==> src/rtl/clr_pkg.sv <==
// Shared types and constants for the clipped line rasterizer.
// Used by clr_ctrl, clr_datapath and the top level; depends on nothing.
package clr_pkg;

	localparam int PIX_W      = 14;
	localparam int VIEW_BITS  = 12;
	localparam int COLOR_W    = 8;
	localparam int CFG_ADDR_W = 2;

	typedef enum logic [CFG_ADDR_W-1:0] {
		REG_VIEW_X = 2'd0,
		REG_VIEW_Y = 2'd1,
		REG_VIEW_W = 2'd2,
		REG_VIEW_H = 2'd3
	} cfg_reg_t;

	localparam logic [VIEW_BITS-1:0] VIEW_W_RST = 12'd320;
	localparam logic [VIEW_BITS-1:0] VIEW_H_RST = 12'd240;

	// controller -> datapath
	typedef struct packed {
		logic load;
		logic setup_a;
		logic setup_b;
		logic emit_pix;
		logic emit_reject;
	} dp_cmd_t;

	// datapath -> controller
	typedef struct packed {
		logic too_long;
		logic last_point;
		logic out_free;
	} dp_stat_t;

endpackage

==> src/rtl/clipped_line_rasterizer.sv <==
// Channel   Direction  Handshake          Beat
// in        input      in_valid/in_stall  one line command (endpoints, color)
// out       output     out_valid/out_stall one pixel, or one too_long reject
// cfg       input      cfg_we             one viewport register write
//
// After accept a line passes through capture, setup A and setup B; then the
// Bresenham stepper emits one pixel a cycle, or a rejected line gives a single
// too_long beat. Stalls on out hold the stepper.
// in_stall is high from accept until the last beat of the line is registered.
// Reset is asynchronous; viewport resets to origin, 320 x 240.
//
// Top level: clr_ctrl sequencer and clr_datapath. Depends on clr_pkg.
module clipped_line_rasterizer import clr_pkg::*; #(
	parameter int COORD_BITS = 12,
	parameter int MAX_SPAN   = 63
) (
	input  logic                         clk,
	input  logic                         arst_n,
	input  logic                         cfg_we,
	input  logic [CFG_ADDR_W-1:0]        cfg_addr,
	input  logic [VIEW_BITS-1:0]         cfg_wdata,
	input  logic                         in_valid,
	output logic                         in_stall,
	input  logic signed [COORD_BITS-1:0] start_x,
	input  logic signed [COORD_BITS-1:0] start_y,
	input  logic signed [COORD_BITS-1:0] end_x,
	input  logic signed [COORD_BITS-1:0] end_y,
	input  logic [COLOR_W-1:0]           red,
	input  logic [COLOR_W-1:0]           green,
	input  logic [COLOR_W-1:0]           blue,
	output logic                         out_valid,
	input  logic                         out_stall,
	output logic signed [PIX_W-1:0]      pix_x,
	output logic signed [PIX_W-1:0]      pix_y,
	output logic                         visible,
	output logic [COLOR_W-1:0]           pix_red,
	output logic [COLOR_W-1:0]           pix_green,
	output logic [COLOR_W-1:0]           pix_blue,
	output logic                         too_long,
	output logic                         last
);

	dp_cmd_t  cmd;
	dp_stat_t stat;

	clr_ctrl u_ctrl (
		.clk      (clk),
		.arst_n   (arst_n),
		.in_valid (in_valid),
		.in_stall (in_stall),
		.stat     (stat),
		.cmd      (cmd)
	);

	clr_datapath #(
		.COORD_BITS (COORD_BITS),
		.MAX_SPAN   (MAX_SPAN)
	) u_dp (
		.clk       (clk),
		.arst_n    (arst_n),
		.cfg_we    (cfg_we),
		.cfg_addr  (cfg_addr),
		.cfg_wdata (cfg_wdata),
		.start_x   (start_x),
		.start_y   (start_y),
		.end_x     (end_x),
		.end_y     (end_y),
		.red       (red),
		.green     (green),
		.blue      (blue),
		.out_stall (out_stall),
		.out_valid (out_valid),
		.pix_x     (pix_x),
		.pix_y     (pix_y),
		.visible   (visible),
		.pix_red   (pix_red),
		.pix_green (pix_green),
		.pix_blue  (pix_blue),
		.too_long  (too_long),
		.last      (last),
		.cmd       (cmd),
		.stat      (stat)
	);

	// one command in flight at a time
	a_one_cmd: assert property (@(posedge clk) disable iff (!arst_n)
		in_valid && !in_stall |=> in_stall)
		else $error("command accepted while another is in flight");

	// reject beat is a single, invisible, final beat
	a_reject_beat: assert property (@(posedge clk) disable iff (!arst_n)
		out_valid && too_long |-> last && !visible)
		else $error("too_long beat without last or with visible set");

	// pixels of a line come back to back while the sink takes them
	a_no_gap: assert property (@(posedge clk) disable iff (!arst_n)
		out_valid && !out_stall && !last |=> out_valid)
		else $error("gap inside a line's pixel run");

	// a command is only taken while the output side is not mid-line
	a_idle_out: assert property (@(posedge clk) disable iff (!arst_n)
		in_valid && !in_stall && out_valid |-> last)
		else $error("command accepted while a line still emits");

endmodule

==> src/rtl/clr_ctrl.sv <==
// Sequencer for the line rasterizer: command intake, setup A and setup B, pixel run or reject beat.
// Depends on clr_pkg.
module clr_ctrl import clr_pkg::*; (
	input  logic     clk,
	input  logic     arst_n,
	input  logic     in_valid,
	output logic     in_stall,
	input  dp_stat_t stat,
	output dp_cmd_t  cmd
);

	typedef enum logic [1:0] {
		S_IDLE,
		S_SETUP_A,
		S_SETUP_B,
		S_EMIT
	} state_t;

	state_t state_q;
	logic   in_stall_q;

	assign in_stall = in_stall_q;

	always_comb begin
		cmd = '0;
		case (state_q)
			S_IDLE:    cmd.load    = in_valid && !in_stall_q;
			S_SETUP_A: cmd.setup_a = 1'b1;
			S_SETUP_B: cmd.setup_b = 1'b1;
			S_EMIT: begin
				if (stat.out_free) begin
					cmd.emit_reject = stat.too_long;
					cmd.emit_pix    = !stat.too_long;
				end
			end
			default: cmd = '0;
		endcase
	end

	always_ff @(posedge clk or negedge arst_n) begin
		if (!arst_n) begin
			state_q    <= S_IDLE;
			in_stall_q <= 1'b0;
		end else begin
			case (state_q)
				S_IDLE: begin
					if (cmd.load) begin
						state_q    <= S_SETUP_A;
						in_stall_q <= 1'b1;
					end
				end
				S_SETUP_A: state_q <= S_SETUP_B;
				S_SETUP_B: state_q <= S_EMIT;
				S_EMIT: begin
					if (stat.out_free && (stat.too_long || stat.last_point)) begin
						state_q    <= S_IDLE;
						in_stall_q <= 1'b0;
					end
				end
				default: begin
					state_q    <= S_IDLE;
					in_stall_q <= 1'b0;
				end
			endcase
		end
	end

endmodule

==> src/rtl/clr_datapath.sv <==
// Datapath of the line rasterizer: viewport registers, endpoint setup,
// Bresenham stepper and the output register. Depends on clr_pkg.
module clr_datapath import clr_pkg::*; #(
	parameter int COORD_BITS = 12,
	parameter int MAX_SPAN   = 63
) (
	input  logic                         clk,
	input  logic                         arst_n,
	input  logic                         cfg_we,
	input  logic [CFG_ADDR_W-1:0]        cfg_addr,
	input  logic [VIEW_BITS-1:0]         cfg_wdata,
	input  logic signed [COORD_BITS-1:0] start_x,
	input  logic signed [COORD_BITS-1:0] start_y,
	input  logic signed [COORD_BITS-1:0] end_x,
	input  logic signed [COORD_BITS-1:0] end_y,
	input  logic [COLOR_W-1:0]           red,
	input  logic [COLOR_W-1:0]           green,
	input  logic [COLOR_W-1:0]           blue,
	input  logic                         out_stall,
	output logic                         out_valid,
	output logic signed [PIX_W-1:0]      pix_x,
	output logic signed [PIX_W-1:0]      pix_y,
	output logic                         visible,
	output logic [COLOR_W-1:0]           pix_red,
	output logic [COLOR_W-1:0]           pix_green,
	output logic [COLOR_W-1:0]           pix_blue,
	output logic                         too_long,
	output logic                         last,
	input  dp_cmd_t                      cmd,
	output dp_stat_t                     stat
);

	localparam int CB    = COORD_BITS;
	localparam int CNT_W = $clog2(MAX_SPAN + 2);
	localparam int ERR_W = CNT_W + 2;
	localparam int SUM_W = ((CB > VIEW_BITS) ? CB : VIEW_BITS) + 2;
	localparam logic [CB-1:0] SPAN_LIM = CB'(MAX_SPAN);

	// viewport registers
	logic [VIEW_BITS-1:0] view_x_q, view_y_q, view_w_q, view_h_q;

	always_ff @(posedge clk or negedge arst_n) begin
		if (!arst_n) begin
			view_x_q <= '0;
			view_y_q <= '0;
			view_w_q <= VIEW_W_RST;
			view_h_q <= VIEW_H_RST;
		end else if (cfg_we) begin
			case (cfg_reg_t'(cfg_addr))
				REG_VIEW_X: view_x_q <= cfg_wdata;
				REG_VIEW_Y: view_y_q <= cfg_wdata;
				REG_VIEW_W: view_w_q <= cfg_wdata;
				REG_VIEW_H: view_h_q <= cfg_wdata;
				default:    view_x_q <= view_x_q;
			endcase
		end
	end

	// command capture
	logic signed [CB-1:0] ax_q, ay_q, bx_q, by_q;
	logic [COLOR_W-1:0]   red_q, green_q, blue_q;

	always_ff @(posedge clk) begin
		if (cmd.load) begin
			ax_q    <= start_x;
			ay_q    <= start_y;
			bx_q    <= end_x;
			by_q    <= end_y;
			red_q   <= red;
			green_q <= green;
			blue_q  <= blue;
		end
	end

	// setup A: deltas, magnitudes, major axis
	logic signed [CB:0] dx_ab, dx_ba, dy_ab, dy_ba;
	logic [CB-1:0]      adx, ady;

	assign dx_ab = (CB+1)'(ax_q) - (CB+1)'(bx_q);
	assign dx_ba = (CB+1)'(bx_q) - (CB+1)'(ax_q);
	assign dy_ab = (CB+1)'(ay_q) - (CB+1)'(by_q);
	assign dy_ba = (CB+1)'(by_q) - (CB+1)'(ay_q);
	assign adx   = dx_ba[CB] ? dx_ab[CB-1:0] : dx_ba[CB-1:0];
	assign ady   = dy_ba[CB] ? dy_ab[CB-1:0] : dy_ba[CB-1:0];

	logic          dx_neg_s1, dx_pos_s1, dy_neg_s1, dy_pos_s1, vert_s1;
	logic [CB-1:0] adx_s1, ady_s1;

	always_ff @(posedge clk) begin
		if (cmd.setup_a) begin
			dx_neg_s1 <= dx_ba[CB];
			dx_pos_s1 <= dx_ab[CB];
			dy_neg_s1 <= dy_ba[CB];
			dy_pos_s1 <= dy_ab[CB];
			adx_s1    <= adx;
			ady_s1    <= ady;
			vert_s1   <= adx < ady;
		end
	end

	// setup B: order endpoints by major coordinate, initial decision term
	logic                 maj_neg, step_up;
	logic signed [CB-1:0] maj0, min0;
	logic [CB-1:0]        span, mdel;
	logic [CNT_W-1:0]     span_c, mdel_c;
	logic [ERR_W-1:0]     inc_b_w, inc_a_w, err_init_w;

	assign maj_neg = vert_s1 ? dy_neg_s1 : dx_neg_s1;
	assign maj0    = vert_s1 ? (maj_neg ? by_q : ay_q) : (maj_neg ? bx_q : ax_q);
	assign min0    = vert_s1 ? (maj_neg ? bx_q : ax_q) : (maj_neg ? by_q : ay_q);
	// minor direction after the swap
	assign step_up = vert_s1 ? (maj_neg ? dx_neg_s1 : dx_pos_s1)
	                         : (maj_neg ? dy_neg_s1 : dy_pos_s1);
	assign span    = vert_s1 ? ady_s1 : adx_s1;
	assign mdel    = vert_s1 ? adx_s1 : ady_s1;
	assign span_c  = span[CNT_W-1:0];
	assign mdel_c  = mdel[CNT_W-1:0];
	assign inc_b_w    = {1'b0, mdel_c, 1'b0};
	assign inc_a_w    = inc_b_w - {1'b0, span_c, 1'b0};
	assign err_init_w = inc_b_w - {2'b00, span_c};

	logic                    too_long_q, step_up_q;
	logic signed [CB-1:0]    cur_major_q, cur_minor_q;
	logic signed [ERR_W-1:0] err_q, inc_a_q, inc_b_q;
	logic [CNT_W-1:0]        points_left_q;

	always_ff @(posedge clk) begin
		if (cmd.setup_b) begin
			too_long_q    <= span > SPAN_LIM;
			step_up_q     <= step_up;
			cur_major_q   <= maj0;
			cur_minor_q   <= min0;
			err_q         <= $signed(err_init_w);
			inc_a_q       <= $signed(inc_a_w);
			inc_b_q       <= $signed(inc_b_w);
			points_left_q <= span_c + CNT_W'(1);
		end else if (cmd.emit_pix) begin
			points_left_q <= points_left_q - CNT_W'(1);
			if (points_left_q != CNT_W'(1)) begin
				cur_major_q <= cur_major_q + CB'(1);
				if (!err_q[ERR_W-1]) begin
					cur_minor_q <= cur_minor_q + (step_up_q ? CB'(1) : {CB{1'b1}});
					err_q       <= err_q + inc_a_q;
				end else begin
					err_q <= err_q + inc_b_q;
				end
			end
		end
	end

	// screen position and clip test of the current point
	logic signed [CB-1:0]    rx, ry;
	logic signed [SUM_W-1:0] rx_e, ry_e, vx_e, vy_e, vw_e, vh_e, sx, sy;
	logic                    vis;

	assign rx   = vert_s1 ? cur_minor_q : cur_major_q;
	assign ry   = vert_s1 ? cur_major_q : cur_minor_q;
	assign rx_e = SUM_W'(rx);
	assign ry_e = SUM_W'(ry);
	assign vx_e = $signed({{(SUM_W-VIEW_BITS){1'b0}}, view_x_q});
	assign vy_e = $signed({{(SUM_W-VIEW_BITS){1'b0}}, view_y_q});
	assign vw_e = $signed({{(SUM_W-VIEW_BITS){1'b0}}, view_w_q});
	assign vh_e = $signed({{(SUM_W-VIEW_BITS){1'b0}}, view_h_q});
	assign sx   = rx_e + vx_e;
	assign sy   = ry_e + vy_e;
	// inside the viewport iff 0 <= rel < size on both axes
	assign vis  = !rx[CB-1] && (rx_e < vw_e) && !ry[CB-1] && (ry_e < vh_e);

	// output register
	logic                    out_valid_q;
	logic signed [PIX_W-1:0] pix_x_q, pix_y_q;
	logic                    vis_q, too_long_out_q, last_q;
	logic [COLOR_W-1:0]      pr_q, pg_q, pb_q;

	always_ff @(posedge clk or negedge arst_n) begin
		if (!arst_n) begin
			out_valid_q <= 1'b0;
		end else if (cmd.emit_pix || cmd.emit_reject) begin
			out_valid_q <= 1'b1;
		end else if (!out_stall) begin
			out_valid_q <= 1'b0;
		end
	end

	always_ff @(posedge clk) begin
		if (cmd.emit_pix) begin
			pix_x_q        <= sx[PIX_W-1:0];
			pix_y_q        <= sy[PIX_W-1:0];
			vis_q          <= vis;
			pr_q           <= red_q;
			pg_q           <= green_q;
			pb_q           <= blue_q;
			too_long_out_q <= 1'b0;
			last_q         <= points_left_q == CNT_W'(1);
		end else if (cmd.emit_reject) begin
			pix_x_q        <= '0;
			pix_y_q        <= '0;
			vis_q          <= 1'b0;
			pr_q           <= '0;
			pg_q           <= '0;
			pb_q           <= '0;
			too_long_out_q <= 1'b1;
			last_q         <= 1'b1;
		end
	end

	assign out_valid = out_valid_q;
	assign pix_x     = pix_x_q;
	assign pix_y     = pix_y_q;
	assign visible   = vis_q;
	assign pix_red   = pr_q;
	assign pix_green = pg_q;
	assign pix_blue  = pb_q;
	assign too_long  = too_long_out_q;
	assign last      = last_q;

	assign stat.too_long   = too_long_q;
	assign stat.last_point = points_left_q == CNT_W'(1);
	assign stat.out_free   = !out_valid_q || !out_stall;

endmodule

==> config.mk <==
export PLATFORM = sky130hd
export DESIGN_NAME = clipped_line_rasterizer
export DESIGN_NICKNAME = d
export VERILOG_FILES = /design/src/rtl/clr_pkg.sv /design/src/rtl/clipped_line_rasterizer.sv /design/src/rtl/clr_ctrl.sv /design/src/rtl/clr_datapath.sv
export SDC_FILE = /design/constraint.sdc
export NUM_CORES = 1
export LEC_CHECK = 0
export BUFFER_PORTS_ARGS = -buffer_cell sky130_fd_sc_hd__buf_2
export CAP_MARGIN = 20
export CORE_MARGIN = 4
export CORE_UTILIZATION = 65
export DETAILED_ROUTE_END_ITERATION = 6
export PLACE_DENSITY = 0.86
export SYNTH_ARGS = -nofsm -noshare
export SYNTH_HDL_FRONTEND = slang
export SYNTH_HIERARCHICAL = 1
export SYNTH_SLANG_ARGS = --single-unit
==> constraint.sdc <==
create_clock -name clk -period 11.11 [get_ports clk]
set_input_delay 2.222 -clock clk [delete_from_list [all_inputs] [get_ports clk]]
set_output_delay 2.222 -clock clk [all_outputs]
set_load 0.1 [all_outputs]
# ---- After elaboration in Yosys (flattened, before gate mapping)
# Cells that the tools add are included.
dict set report totals {
  ff_bits 266
  out_inout_bits 57
}
dict set report op_classes {
  addsub 14
  magnitude_cmp 4
  n_eq_ne 12
  n_mux 52
  n_reduce_logical 28
}
# cell count
set op_table {}
lappend op_table {{$mux 12} 17}
lappend op_table {{$sub 12x12->13} 4}
lappend op_table {{$mux 14} 3}
lappend op_table {{$mux 9} 4}
lappend op_table {{$mux 8} 4}
lappend op_table {{$add 12x13->14} 2}
lappend op_table {{$lt 12x13->1} 2}
lappend op_table {{$mux 7} 3}
lappend op_table {{$add 9x9->9} 2}
lappend op_table {{$mux 1} 15}
lappend op_table {{$add 12x12->12} 1}
lappend op_table {{$add 12x2->12 const B} 1}
lappend op_table {{$gt 12x6->1 const B} 1}
lappend op_table {{$lt 12x12->1} 1}
lappend op_table {{$reduce_and 2->1} 6}
lappend op_table {{$sub 8x7->9} 1}
lappend op_table {{$sub 8x8->9} 1}
lappend op_table {{$eq 2x2->1 const B} 4}
lappend op_table {{$mux 2} 4}
lappend op_table {{$pmux 2 s4} 1}
lappend op_table {{$reduce_bool 2->1} 4}
lappend op_table {{$add 7x1->7 const B} 1}
lappend op_table {{$eq 7x1->1 const B} 1}
lappend op_table {{$ne 7x1->1 const B} 1}
lappend op_table {{other kinds (10)} 26}

# ---- Depth between registers and ports, before layout
dict set report depth {
  ltp_word 6
  mapped_depth 20
  ltp_nobuf 20
}

# ---- By module
# The synthesis kept the hierarchy.
# mod n_inst cells_each area_per_inst_um2 seq_area_each_um2
set modules_own_cells {}
lappend modules_own_cells {clr_datapath 1 1379 15757.6 7589.8}
lappend modules_own_cells {clr_ctrl 1 26 264.0 75.1}

# ---- Worst setup path before layout
# Ideal clock, no wire load.
dict set report synth_timing {
  path_type {input -> register}
  startpoint {input port in_valid}
  endpoint {register u_dp.ax_q[0] (enable)}
  setup_ns 0.502
  arrival_ns 5.294
  t_required_ns 10.608
  path_slack_ns 5.314
  stages 2
  path_buffers 0
  cell_sequence {nand2b_4 > nor2_1}
}
# element line_no
set synth_lines {}
lappend synth_lines {{from (decl)} clipped_line_rasterizer.sv:22} ;# input logic in_valid,
lappend synth_lines {{to (signal assigned)} clr_datapath.sv:65} ;# ax_q <= start_x;
lappend synth_lines {{to (decl)} clr_datapath.sv:60} ;# logic signed [CB-1:0] ax_q, ay_q, bx_q, by_q;

# ---- Worst setup path in the final report
dict set report layout_timing {
  startpoint {register u_dp.ay_q[2]}
  endpoint {register u_dp.vert_s1 (data pin)}
}
dict set report layout_via {
  elab_chain_cells 3
  elab_cells_between_ends 4
  classes_between {add/sub: 2; order compare: 1; mux: 1}
}
# element line_no
set layout_lines {}
lappend layout_lines {{from (decl)} clr_datapath.sv:60}
lappend layout_lines {{from (signal assigned)} clr_datapath.sv:66} ;# ay_q <= start_y;
lappend layout_lines {{$sub 12x12->13 (on tied branches)} {clr_datapath.sv:82, clr_datapath.sv:81}}
lappend layout_lines {{$mux 12 (*)} clr_datapath.sv:84} ;# assign ady = dy_ba[CB] ? dy_ab[CB-1:0] : dy_ba[CB-1:0];
lappend layout_lines {{$lt 12x12->1 (*)} clr_datapath.sv:97} ;# vert_s1 <= adx < ady;
lappend layout_lines {{to (signal assigned)} clr_datapath.sv:97}
lappend layout_lines {{to (decl)} clr_datapath.sv:86} ;# logic dx_neg_s1, dx_pos_s1, dy_neg_s1, dy_pos_s1, vert_s1;
# Mark *: on every way between the ends. The rest lies on a longest branch, timed or not.
# A chain may end at the register's enable or synchronous reset.

==> results.sh <==
export IMPL_async_flop_share=0.197
export IMPL_status="complete, no violations"
export IMPL_portBuffers=147
export IMPL_endpoint_kind="flip-flop"
export IMPL_detail_route_first_pass_iterations=5
export IMPL_grt_remaining_overflow=0
export IMPL_post_cts_resize_count=0
export IMPL_power_switching_mw=2.64
export IMPL_grt_total_usage=0.258
export IMPL_synth_warnings=6
export IMPL_clk_pin_slew_worst_paths_ns=0.06
export IMPL_grt_pass1_vias=11100
export IMPL_cts_sinks=264
export IMPL_dieHeight_um=165
export IMPL_ys_types=75
export IMPL_synth_seq_cells=264
export IMPL_worstHoldPathCells=1
export IMPL_crit_required_ns=11.49
export IMPL_drv_slew=0
export IMPL_synth_edf_count=211
export IMPL_syn_area_mm2=0.0160
export IMPL_clock_fmax_mhz=222
export IMPL_ioPinCount=148
export IMPL_p_per_area_mw_per_mm2=335
export IMPL_rrSetupSlack_ns=6.61
export IMPL_min_to="u_dp/view_h_q[0]"
export IMPL_routabilityCongestion=0.919
export IMPL_setup_viol=0
export IMPL_r2r_start="u_dp/ay_q[2]"
export IMPL_postSynthCellCount=1405
export IMPL_slew_headroom=0.273
export IMPL_syn_avg_cell_area_um2=11.4
export IMPL_die_w_um=165
export IMPL_syn_num_nets=1650
export IMPL_post_route_period_util=0.405
export IMPL_yosysSeqAreaShare=0.478
export IMPL_syn2layout_area_growth_pct=12.7
export IMPL_skew_ns=0.0103
export IMPL_setup_tns_final_ns=0
export IMPL_final_layout_size_suffix_gt1_frac=0.213
export IMPL_cts_tree="built"
export IMPL_leakagePower_nw=7.84
export IMPL_numCtsBuffers=28
export IMPL_ant_nets=0
export IMPL_holdCritStartpoint="u_dp/view_h_q[0]"
export IMPL_start_util=0.659
export IMPL_critPathLaunchType="flip-flop"
export IMPL_postCtsSetupRepairBufs=0
export IMPL_combPwrFrac=0.556
export IMPL_path_max_fanout=11
export IMPL_reg2reg_depth=17
export IMPL_n_antenna_cell=0
export IMPL_drt_initial_drc_count=808
export IMPL_rsz0062_at_grt="no"
export IMPL_insertion_delay_ns=0.54
export IMPL_clockBufferDepth=3
export IMPL_r2r_end="u_dp/vert_s1"
export IMPL_cp_arrival_ns=4.88
export IMPL_drt_vias_per_instance=5.89
export IMPL_criticalPathCategory="flip-flop to flip-flop"
export IMPL_layout_min_cycle_time_ns=4.50
export IMPL_grt_start_max_net_pins=70
export IMPL_drt_wl_total_um=35200
export IMPL_dr_total_vias=11200
export IMPL_p_int_mw=3.42
export IMPL_tightest_slew_ns=1.09
export IMPL_num_rows=57
export IMPL_die_area_mm2=0.0272
export IMPL_fin_nets=1795
export IMPL_switching_share=0.436
export IMPL_htreeDepth=1
export IMPL_antenna_found_initial=0
export IMPL_root_buffer="clkbuf_16"
export IMPL_drc=0
export IMPL_final_util=0.742
export IMPL_p_seq_frac=0.287
export IMPL_ir_drop_uv=232
export IMPL_hold_buffers=0
export IMPL_cap_violations=0
export IMPL_grt_pass1_wl_um=56100
export IMPL_hold_path_class="flip-flop to flip-flop"
export IMPL_synthFlopType="edfxtp_1"
export IMPL_finalHoldViolations=0
export IMPL_core_area_mm2=0.0243
export IMPL_drt_wirelength_per_cell_um=18.6
export IMPL_dpl_hpwl_um=25800
export IMPL_p_clk_frac=0.157
[cell usage in the layout (no fill, tap or decap), types with 4 or more instances in the layout]
cell / netlist / layout
dfrtp_1: 46 / 46
and2_1: 32 / 32
clkinv_2: 0 / 8
nand3b_1: 4 / 4
nand3_1: 15 / 15
xor2_1: 40 / 40
a211o_1: 5 / 5
a21o_1: 24 / 24
nor3_1: 25 / 25
dfstp_2: 6 / 6
clkbuf_16: 0 / 30
o21a_1: 16 / 16
mux4_2: 6 / 6
a21boi_0: 7 / 7
clkbuf_1: 25 / 5
buf_2: 9 / 147
nor2_1: 118 / 116
nor4_1: 4 / 4
o211ai_1: 5 / 5
and3_1: 6 / 6
a211oi_1: 7 / 7
nor2b_1: 14 / 14
o21ai_0: 50 / 50
mux2_2: 88 / 88
buf_4: 1 / 8
a21oi_1: 109 / 109
fa_1: 10 / 10
mux2i_1: 40 / 39
a31oi_1: 9 / 9
nand2b_1: 23 / 23
ha_1: 144 / 143
xnor2_1: 50 / 50
nand2_1: 44 / 44
mux2i_2: 6 / 6
inv_1: 129 / 129
edfxtp_1: 211 / 211
or3_1: 6 / 6
o21bai_1: 8 / 8
[cell families after synthesis]
logic type,synth area share
XOR/XNOR,0.0502
flip-flops,0.478
buffers and inverters,0.0422
AND/OR/NAND/NOR,0.0930
AO/OA/AOI/OAI,0.108
multiplexers,0.103
adder cells (fa/ha/maj),0.125
[per-stage QoR]
stage                     hold WS (ns)  std cells  total power, mW  setup slack [ns]  area, um2
final                            0.506       1896             6.05              6.61      18100
after global routing             0.525       1896             6.46              6.36      18100
after CTS                        0.509       1894             6.01              6.65      18000
after detailed placement         0.493       1842             4.99              6.10      17100
after global placement           0.487       1842             4.86              6.19      17100
after floorplan                  0.479       1405             4.25              5.31      16000
[worst max-delay path, stage by stage (launching register included)]
cell      delay (ns)
edfxtp_1        0.39
inv_1           0.08
ha_1            0.49
a211oi_2        0.15
nor3_1          0.38
o31ai_4         0.13
a21oi_2         0.18
o31a_1          0.73
mux2_2          0.45
xor2_1          0.15
ha_1            0.30
a21o_1          0.16
a21o_1          0.17
a21oi_1         0.16
nor2b_1         0.06
o21ai_0         0.14
a21oi_1         0.09
nor3_1          0.14
[synthesized netlist by cell type (7+ instances only)]
library cell / instances / area [um2]
a211oi_1: 7 / 52.6
a21boi_0: 7 / 52.6
a21o_1: 24 / 180
a21oi_1: 109 / 546
a31oi_1: 9 / 56.3
and2_1: 32 / 200
buf_2: 9 / 45.0
clkbuf_1: 25 / 93.8
dfrtp_1: 46 / 1150
edfxtp_1: 211 / 6340
fa_1: 10 / 200
ha_1: 144 / 1800
inv_1: 129 / 484
mux2_2: 88 / 991
mux2i_1: 40 / 400
nand2_1: 44 / 165
nand2b_1: 23 / 144
nand3_1: 15 / 75.1
nor2_1: 118 / 443
nor2b_1: 14 / 87.6
nor3_1: 25 / 125
o21a_1: 16 / 120
o21ai_0: 50 / 250
o21bai_1: 8 / 60.1
xnor2_1: 50 / 438
xor2_1: 40 / 350
[per-layer routing]
layer / share of wire / wire length [um] / vias up / track usage
met3: 0.071 / 2490 / 81 / 0.0479
li1: - / - / 5311 / -
met1: 0.42 / 14700 / 5357 / 0.346
met2: 0.49 / 17100 / 414 / 0.434
met5: 0 / 0 / - / 0
met4: 0.028 / 975 / 0 / 0.0722
[power by group through the flow]
stage	logic (mW)	clock network, mW	registers (mW)
2_1_floorplan	2.30	0	1.95
3_3_place_gp	3.13	0	1.74
3_5_place_dp	3.24	0	1.75
4_1_cts	3.30	0.963	1.74
5_1_grt	3.69	1.01	1.76
6_report	3.37	0.950	1.74
[how the worst max path moves through the flow]
stage	from	endpoint	slack, ns	cells past startpoint
finish	u_dp/ay_q[2]	u_dp/vert_s1	6.61	17
global route	u_dp/ay_q[2]	u_dp/vert_s1	6.36	17
CTS	out_stall	u_dp/points_left_q[1]	6.65	6
detailed placement	out_stall	u_dp/points_left_q[3]	6.10	6
global placement	out_stall	u_dp/points_left_q[2]	6.19	6
floorplan	in_valid	u_dp/ax_q[0]	5.31	2
[registers in the layout, summed over array words and instances, names as in the netlist, 12 cells and up]
signal and cells:
u_dp/ay_q 12, u_dp/ady_s1 12, u_dp/view_h_q 12, u_dp/view_w_q 12
u_dp/by_q 12, u_dp/pix_x 14, u_dp/adx_s1 12, u_dp/view_x_q 12
u_dp/view_y_q 12, u_dp/ax_q 12, u_dp/cur_major_q 12, u_dp/bx_q 12
u_dp/pix_y 14, u_dp/cur_minor_q 12
[area by class of cell]
type                    count  area (um2)
multi-input cells         969        7710
flip-flops and latches    264        7660
fillers                  1617        6260
well taps                 324         405
clock buffers              37         797
clock inverters            15         153
repair buffers            157         838
inverters                 130         488
No activity file was read; power rests on OpenSTA's default activity.
